**src/sv/bda_pkg.sv**
```systemverilog
// Types, codes and constants shared by the decimal arithmetic unit.
`default_nettype none
package bda_pkg;

  localparam logic [2:0] OP_ADD = 3'd0;
  localparam logic [2:0] OP_SUB = 3'd1;
  localparam logic [2:0] OP_MUL = 3'd2;
  localparam logic [2:0] OP_DIV = 3'd3;
  localparam logic [2:0] OP_REM = 3'd4;

  localparam logic [2:0] ST_OK       = 3'd0;
  localparam logic [2:0] ST_OVERFLOW = 3'd1;
  localparam logic [2:0] ST_NEGATIVE = 3'd2;
  localparam logic [2:0] ST_DIVZERO  = 3'd3;
  localparam logic [2:0] ST_INVALID  = 3'd4;

  typedef struct packed {
    logic [2:0]  req_type;
    logic [63:0] a_digits;
    logic [63:0] b_digits;
  } in_word_t;

  typedef struct packed {
    logic [63:0] result_digits;
    logic [2:0]  status;
    logic        a_less;
    logic        a_equal;
  } out_word_t;

  typedef enum logic [2:0] {
    CMD_NONE,
    CMD_LOAD,
    CMD_ADDSUB,
    CMD_MSHIFT,
    CMD_MADD,
    CMD_DSHIFT,
    CMD_DSUB
  } cmd_e;

  typedef enum logic [2:0] {
    S_IDLE,
    S_DISPATCH,
    S_ADDSUB,
    S_MSHIFT,
    S_MADD,
    S_DSHIFT,
    S_DSUB,
    S_FINISH
  } state_e;

  typedef struct packed {
    logic       invalid;
    logic       b_zero;
    logic [2:0] op;
    logic       rep_zero;
    logic       cnt_done;
    logic       ge;
  } dp_status_t;

endpackage
`default_nettype wire

```
**src/sv/bda_dp.sv**
```systemverilog
// Datapath of the decimal arithmetic unit: operand registers and a BCD adder.
`default_nettype none
module bda_dp #(
  parameter int unsigned DIGITS = 16
) (
  input  wire                      clk_i,
  input  wire                      rst_ni,
  input  wire bda_pkg::cmd_e       cmd_i,
  input  wire bda_pkg::in_word_t   in_word_i,
  output bda_pkg::dp_status_t      status_o,
  output bda_pkg::out_word_t       result_o
);
  import bda_pkg::*;

  localparam int unsigned W  = 4 * DIGITS;
  localparam int unsigned DW = W + 4;
  localparam int unsigned CW = $clog2(DIGITS + 1);

  logic [2:0]    op_q;
  logic [W-1:0]  a_q, b_q, quo_q;
  logic [DW-1:0] acc_q;
  logic [3:0]    rep_q;
  logic [CW-1:0] cnt_q;
  logic          ovf_q, invalid_q, less_q, equal_q, bzero_q;

  logic [W-1:0]  in_a, in_b;
  logic          in_invalid;
  logic [DW-1:0] b_ext;
  logic [DW-1:0] add_x, add_y, b_comp, add_sum;
  logic          add_cin;
  logic [DW:0]   t1, t2, t3, t4, corr;
  logic [2:0]    st;
  logic [W-1:0]  res;

  assign in_a  = in_word_i.a_digits[W-1:0];
  assign in_b  = in_word_i.b_digits[W-1:0];
  assign b_ext = {4'b0, b_q};

  always_comb begin
    in_invalid = 1'b0;
    for (int k = 0; k < DIGITS; k++) begin
      if (in_a[4*k+3] && (in_a[4*k+2] || in_a[4*k+1])) in_invalid = 1'b1;
      if (in_b[4*k+3] && (in_b[4*k+2] || in_b[4*k+1])) in_invalid = 1'b1;
    end
  end

  always_comb begin
    for (int k = 0; k < DIGITS + 1; k++) begin
      b_comp[4*k +: 4] = 4'd9 - b_ext[4*k +: 4];
    end
  end

  always_comb begin
    case (cmd_i)
      CMD_ADDSUB: begin
        add_x   = {4'b0, a_q};
        add_y   = (op_q == OP_SUB) ? b_comp : {4'b0, b_q};
        add_cin = (op_q == OP_SUB);
      end
      CMD_DSUB: begin
        add_x   = acc_q;
        add_y   = b_comp;
        add_cin = 1'b1;
      end
      default: begin
        add_x   = acc_q;
        add_y   = {4'b0, a_q};
        add_cin = 1'b0;
      end
    endcase
  end

  always_comb begin
    t1 = {1'b0, add_x} + {1'b0, {(DIGITS + 1){4'h6}}};
    t2 = t1 + {1'b0, add_y} + {{DW{1'b0}}, add_cin};
    t3 = t1 ^ {1'b0, add_y};
    t4 = t2 ^ t3;
    corr = '0;
    for (int k = 0; k < DIGITS + 1; k++) begin
      corr[4*k +: 4] = t4[4*k+4] ? 4'd0 : 4'd6;
    end
    add_sum = t2[DW-1:0] - corr[DW-1:0];
  end

  always_ff @(posedge clk_i or negedge rst_ni) begin
    if (!rst_ni) begin
      op_q      <= OP_ADD;
      a_q       <= '0;
      b_q       <= '0;
      quo_q     <= '0;
      acc_q     <= '0;
      rep_q     <= '0;
      cnt_q     <= '0;
      ovf_q     <= 1'b0;
      invalid_q <= 1'b0;
      less_q    <= 1'b0;
      equal_q   <= 1'b0;
      bzero_q   <= 1'b0;
    end else begin
      case (cmd_i)
        CMD_LOAD: begin
          op_q      <= in_word_i.req_type;
          a_q       <= in_a;
          b_q       <= in_b;
          quo_q     <= '0;
          acc_q     <= '0;
          rep_q     <= '0;
          cnt_q     <= '0;
          ovf_q     <= 1'b0;
          invalid_q <= in_invalid;
          less_q    <= in_a < in_b;
          equal_q   <= in_a == in_b;
          bzero_q   <= in_b == '0;
        end
        CMD_ADDSUB: begin
          acc_q <= {4'b0, add_sum[W-1:0]};
          ovf_q <= add_sum[DW-1:W] != 4'd0;
        end
        CMD_MSHIFT: begin
          ovf_q <= ovf_q || (acc_q[W-1 -: 4] != 4'd0);
          acc_q <= {4'b0, acc_q[W-1:0] << 4};
          rep_q <= b_q[W-1 -: 4];
          b_q   <= b_q << 4;
          cnt_q <= cnt_q + CW'(1);
        end
        CMD_MADD: begin
          ovf_q <= ovf_q || (add_sum[DW-1:W] != 4'd0);
          acc_q <= {4'b0, add_sum[W-1:0]};
          rep_q <= rep_q - 4'd1;
        end
        CMD_DSHIFT: begin
          acc_q <= {acc_q[DW-5:0], a_q[W-1 -: 4]};
          a_q   <= a_q << 4;
          quo_q <= quo_q << 4;
          cnt_q <= cnt_q + CW'(1);
        end
        CMD_DSUB: begin
          acc_q <= add_sum;
          quo_q <= quo_q + W'(1);
        end
        default: begin
        end
      endcase
    end
  end

  always_comb begin
    st = ST_OK;
    if (invalid_q) begin
      st = ST_INVALID;
    end else begin
      case (op_q)
        OP_ADD: if (ovf_q) st = ST_OVERFLOW;
        OP_SUB: if (less_q) st = ST_NEGATIVE;
        OP_MUL: if (ovf_q) st = ST_OVERFLOW;
        OP_DIV, OP_REM: if (bzero_q) st = ST_DIVZERO;
        default: st = ST_OK;
      endcase
    end
    case (op_q)
      OP_DIV: res = quo_q;
      OP_ADD, OP_SUB, OP_MUL, OP_REM: res = acc_q[W-1:0];
      default: res = '0;
    endcase
    if (st != ST_OK) res = '0;
  end

  assign result_o.result_digits = 64'(res);
  assign result_o.status        = st;
  assign result_o.a_less        = less_q && !invalid_q;
  assign result_o.a_equal       = equal_q && !invalid_q;

  assign status_o.invalid  = invalid_q;
  assign status_o.b_zero   = bzero_q;
  assign status_o.op       = op_q;
  assign status_o.rep_zero = rep_q == 4'd0;
  assign status_o.cnt_done = cnt_q == CW'(DIGITS);
  assign status_o.ge       = acc_q >= {4'b0, b_q};

endmodule
`default_nettype wire

```
**src/sv/bda_ctrl.sv**
```systemverilog
// Controller state machine that sequences the decimal arithmetic datapath.
`default_nettype none
module bda_ctrl (
  input  wire                      clk_i,
  input  wire                      rst_ni,
  input  wire                      in_valid_i,
  output logic                     in_stall_o,
  input  wire                      out_free_i,
  input  wire bda_pkg::dp_status_t status_i,
  output bda_pkg::cmd_e            cmd_o,
  output logic                     emit_o
);
  import bda_pkg::*;

  state_e state_q, state_d;

  always_ff @(posedge clk_i or negedge rst_ni) begin
    if (!rst_ni) begin
      state_q <= S_IDLE;
    end else begin
      state_q <= state_d;
    end
  end

  always_comb begin
    state_d    = state_q;
    cmd_o      = CMD_NONE;
    emit_o     = 1'b0;
    in_stall_o = 1'b1;
    case (state_q)
      S_IDLE: begin
        in_stall_o = 1'b0;
        if (in_valid_i) begin
          cmd_o   = CMD_LOAD;
          state_d = S_DISPATCH;
        end
      end
      S_DISPATCH: begin
        if (status_i.invalid) begin
          state_d = S_FINISH;
        end else begin
          case (status_i.op)
            OP_ADD, OP_SUB: state_d = S_ADDSUB;
            OP_MUL: state_d = S_MSHIFT;
            OP_DIV, OP_REM: state_d = status_i.b_zero ? S_FINISH : S_DSHIFT;
            default: state_d = S_FINISH;
          endcase
        end
      end
      S_ADDSUB: begin
        cmd_o   = CMD_ADDSUB;
        state_d = S_FINISH;
      end
      S_MSHIFT: begin
        cmd_o   = CMD_MSHIFT;
        state_d = S_MADD;
      end
      S_MADD: begin
        if (!status_i.rep_zero) begin
          cmd_o = CMD_MADD;
        end else begin
          state_d = status_i.cnt_done ? S_FINISH : S_MSHIFT;
        end
      end
      S_DSHIFT: begin
        cmd_o   = CMD_DSHIFT;
        state_d = S_DSUB;
      end
      S_DSUB: begin
        if (status_i.ge) begin
          cmd_o = CMD_DSUB;
        end else begin
          state_d = status_i.cnt_done ? S_FINISH : S_DSHIFT;
        end
      end
      S_FINISH: begin
        if (out_free_i) begin
          emit_o  = 1'b1;
          state_d = S_IDLE;
        end
      end
      default: state_d = S_IDLE;
    endcase
  end

endmodule
`default_nettype wire

```
**src/sv/bcd_decimal_alu.sv**
```systemverilog
// Top level of the decimal arithmetic unit for packed BCD operands.
// One word at a time: add and subtract take a single BCD addition per word.
// Multiply and divide step one digit at a time with up to nine additions or subtractions per digit.
// The result sits in an output register, so the next word may be accepted while it waits.
// Reset clears the controller, the datapath registers and the output valid.
`default_nettype none
module bcd_decimal_alu #(
  parameter int unsigned DIGITS = 16
) (
  input  wire                     clk_i,
  input  wire                     rst_ni,
  input  wire                     in_valid_i,
  output logic                    in_stall_o,
  input  wire bda_pkg::in_word_t  in_word_i,
  output logic                    out_valid_o,
  input  wire                     out_stall_i,
  output bda_pkg::out_word_t      out_word_o
);
  import bda_pkg::*;

  cmd_e       cmd;
  dp_status_t dp_status;
  out_word_t  dp_result;
  logic       emit, out_free;
  logic       out_valid_q;
  out_word_t  out_word_q;

  assign out_free = !out_valid_q || !out_stall_i;

  bda_ctrl u_ctrl (
    .clk_i      (clk_i),
    .rst_ni     (rst_ni),
    .in_valid_i (in_valid_i),
    .in_stall_o (in_stall_o),
    .out_free_i (out_free),
    .status_i   (dp_status),
    .cmd_o      (cmd),
    .emit_o     (emit)
  );

  bda_dp #(.DIGITS(DIGITS)) u_dp (
    .clk_i     (clk_i),
    .rst_ni    (rst_ni),
    .cmd_i     (cmd),
    .in_word_i (in_word_i),
    .status_o  (dp_status),
    .result_o  (dp_result)
  );

  always_ff @(posedge clk_i or negedge rst_ni) begin
    if (!rst_ni) begin
      out_valid_q <= 1'b0;
      out_word_q  <= '0;
    end else if (emit) begin
      out_valid_q <= 1'b1;
      out_word_q  <= dp_result;
    end else if (!out_stall_i) begin
      out_valid_q <= 1'b0;
    end
  end

  assign out_valid_o = out_valid_q;
  assign out_word_o  = out_word_q;

endmodule
`default_nettype wire

```
**config.mk**
```make
export PLATFORM = sky130hd
export DESIGN_NAME = bcd_decimal_alu
export DESIGN_NICKNAME = d
export VERILOG_FILES = /design/src/sv/bda_pkg.sv /design/src/sv/bda_dp.sv /design/src/sv/bda_ctrl.sv /design/src/sv/bcd_decimal_alu.sv
export SDC_FILE = /design/constraint.sdc
export NUM_CORES = 2
export LEC_CHECK = 0
export ABC_AREA = 1
export ABC_CLOCK_PERIOD_IN_PS = 10600
export BUFFER_PORTS_ARGS = -buffer_cell sky130_fd_sc_hd__buf_2
export CORE_MARGIN = 1
export CORE_UTILIZATION = 59
export DETAILED_ROUTE_END_ITERATION = 7
export PLACE_DENSITY = 0.78
export SLEW_MARGIN = 15
export SYNTH_ARGS = -nofsm -noshare
export SYNTH_HDL_FRONTEND = slang
export SYNTH_SLANG_ARGS = --single-unit
```
**constraint.sdc**
```tcl
create_clock -name clk_i -period 10.6 [get_ports clk_i]
set_input_delay 1.59 -clock clk_i [delete_from_list [all_inputs] [get_ports clk_i]]
set_output_delay 1.59 -clock clk_i [all_outputs]
set_load 0.005 [all_outputs]
```
==> results.yml <==
status:
  status: "finished, final reports clean"
worst_setup_path:
  worst_setup_path_start_kind: "flop"
  crit_fanout: 31
  crit_slowest_cell: "nor3_1"
  criticalPathCategory: "reg2reg"
  cpPeakStageDelay_ns: 0.55
  cp-end-kind: "flop"
  reg2reg_from: "u_dp.b_q[11]"
  startpoint: "u_dp.b_q[11]"
  required_ns: 11.05
  crit_buf_inv: 6
  crit_path_frequent_cell: "nand2_1"
  crit_arrival_ns: 10.07
  cp_top_family: "simple AND/OR/NAND/NOR gates"
floorplanning:
  die_width_um: 242
  io_pins: 206
  rows: 87
  die_h_um: 242
  start_util: 0.600
  coreArea_um2: 56700
  die-area_um2: 58600
sta:
  fin_crit_ns: 9.62
  rsz0062_at_grt: "false"
  max_freq_mhz: 104
  fin_crit_sh: 0.907
  finalHoldViolations: 0
  setup_viol: 0
  worst_pin_slew_ns: 1.12
  slew_headroom: 0.252
  fin_tns_setup_ns: 0
  drv_slew: 0
  worst_clock_skew_ns: 0.0182
synth:
  yosys_register_bits: 350
  synth_largest_area_cell: "dfrtp_1"
  yosys_warnings: 0
  post_synth.cell_area_avg_um2: 6.53
  synth_edf_count: 0
  syn_nets: 5595
  synth_ff_type: "dfrtp_1"
  synth.top_cell.area_share: 0.257
  async_flop_share: 1.00
  synth_area_um2: 34000
  synth_area_leaders: "dfrtp_1, nand2_1, ha_1, inv_1, a21oi_1"
  ys_seq_area_frac: 0.257
  syn_inst: 5208
  yosysUniqueCellTypes: 60
clock_network:
  tritoncts: "built"
  cts_resized: 0
  clock-sinks: 350
  cts_root_buf: "clkbuf_16"
  cts_hold_buf: 0
  clkLatencyLatePin_ns: 0.58
  htreeDepth: 2
  clock_path_buffers: 3
  clkTransAtPathRegs_ns: 0.06
  cts_buffers: 39
  post_cts_buffers: 0
global_routing:
  overflow: 0
  grt_pass1_vias: 36270
  grt_use_total: 0.483
  grt_max_degree: 163
  antenna_found_initial: 13
  grt_first_pass_wirelength_mm: 215
placement:
  hpwlAfterDp_mm: 114
  placed_cells: 6054
  routabilityCongestion: 1.10
  portBuffers: 205
routing:
  drtIter0Drc: 4996
  vias: 38437
  drt-total-wl_mm: 144
  ant_nets: 0
  drc: 0
  dr.pass1.iters: 6
  detail_route.wl_per_cell_um: 23.5
  vias_per_cell: 6.27
hold_path:
  min_path_type: "reg2reg"
  holdCritStartpoint: "out_word_o[47]"
run:
  drv_cap: 0
finish:
  fin_cells: 6132
  drive_above_1_share: 0.0838
  area_growth_pct: 8.77
  final_nets: 5726
[cell type report]
cell class | instances | area, um2
Multi-Input combinational cell | 3854 | 21400
Fill cell | 5258 | 19700
Sequential cell | 350 | 8760
Inverter | 855 | 3210
Timing Repair Buffer | 239 | 1300
Clock buffer | 52 | 1090
Tap cell | 756 | 946
Clock inverter | 19 | 230
Antenna cell | 7 | 17.5
[synthesized netlist by cell type (45+ instances only)]
library cell and instances:
nand2_1 1407, ha_1 249, nor2_1 403, o21ai_2 45, xor2_1 160, a21oi_1 327, o21ai_0 236, inv_1 830
a22oi_1 57, nand4_1 86, nand3_1 220, o221ai_1 127, o22ai_1 167, dfrtp_1 350, clkbuf_1 111, nor3_1 65
[worst paths after layout]
kind	end	slack, ns	cells past startpoint
min	out_word_o[47]	0.48	2
max in group asynchronous	u_dp.b_q[9]	7.86	2
max	u_dp.acc_q[62]	0.98	43
max reg2reg	u_dp.acc_q[62]	0.98	43
min in group asynchronous	out_word_o[16]	1.07	1
min reg2reg	out_word_o[47]	0.48	2
[worst reg2reg max path, delay by kind of cell, from the launching register on]
family | cells | cell delay [ns]
AO/OA/AOI/OAI | 8 | 1.99
XOR/XNOR | 1 | 0.30
adder cells (fa/ha/maj) | 3 | 1.01
buffers and inverters | 6 | 1.00
flip-flops | 1 | 0.42
AND/OR/NAND/NOR | 25 | 4.78
[sequential cells by signal, summed over array words and instances (netlist names), 3 cells and up]
name	count
u_dp.b_q	64
u_dp.a_q	64
u_ctrl.state_q	3
u_dp.cnt_q	5
u_dp.op_q	3
u_dp.quo_q	64
u_dp.rep_q	4
u_dp.acc_q	68
out_word_o	69
[layout by cell type, fill, tap and decap left out, types with 29 or more instances in the layout]
master,Yosys,routed
clkbuf_16,0,39
nand3_1,220,219
ha_1,249,249
buf_4,2,33
xor2_1,160,160
o21ai_1,29,29
nand4_1,86,86
o22ai_1,167,167
nor4_1,36,36
dfrtp_1,350,350
nor2_1,403,400
buf_2,12,204
xnor2_1,39,39
a22oi_1,57,57
nor3_1,65,64
o221ai_1,127,127
inv_1,830,827
nand2_1,1407,1405
o21ai_0,236,236
a21oi_1,327,325
o21ai_2,45,45
[per-stage QoR]
step	area (um2)	hold WS [ns]	utilization	worst slack, ns
finish	37000	0.479	0.653	0.981
floorplan	34000	0.459	-	3.87
global route	37000	0.503	0.652	0.964
global placement	35700	0.460	0.629	2.08
detailed placement	35700	0.468	0.629	1.86
CTS	37000	0.483	0.652	1.80
[per-layer routing]
metal  global-route usage  part of all wire
met1                0.577              0.36
met2                0.745              0.43
met3                0.124              0.12
met4                0.371             0.090
met5                    0           0.00062
[cells by family (layout without fill, tap and decap cells)]
kind of cell	Yosys count	count (layout)	synth area share
xor gates and xnor gates	199	199	0.0512
DFF	350	350	0.257
adders and majority gates	252	252	0.0933
AOI/OAI and AO/OA	1113	1113	0.204
and+or+nand+nor	2290	2290	0.280
buffers and inverters	1004	1165	0.114
other	0	7	0
Power is left out: the tool's default activity adds up to more than one toggle a clock period on the data nets, which glitch-free logic cannot reach.
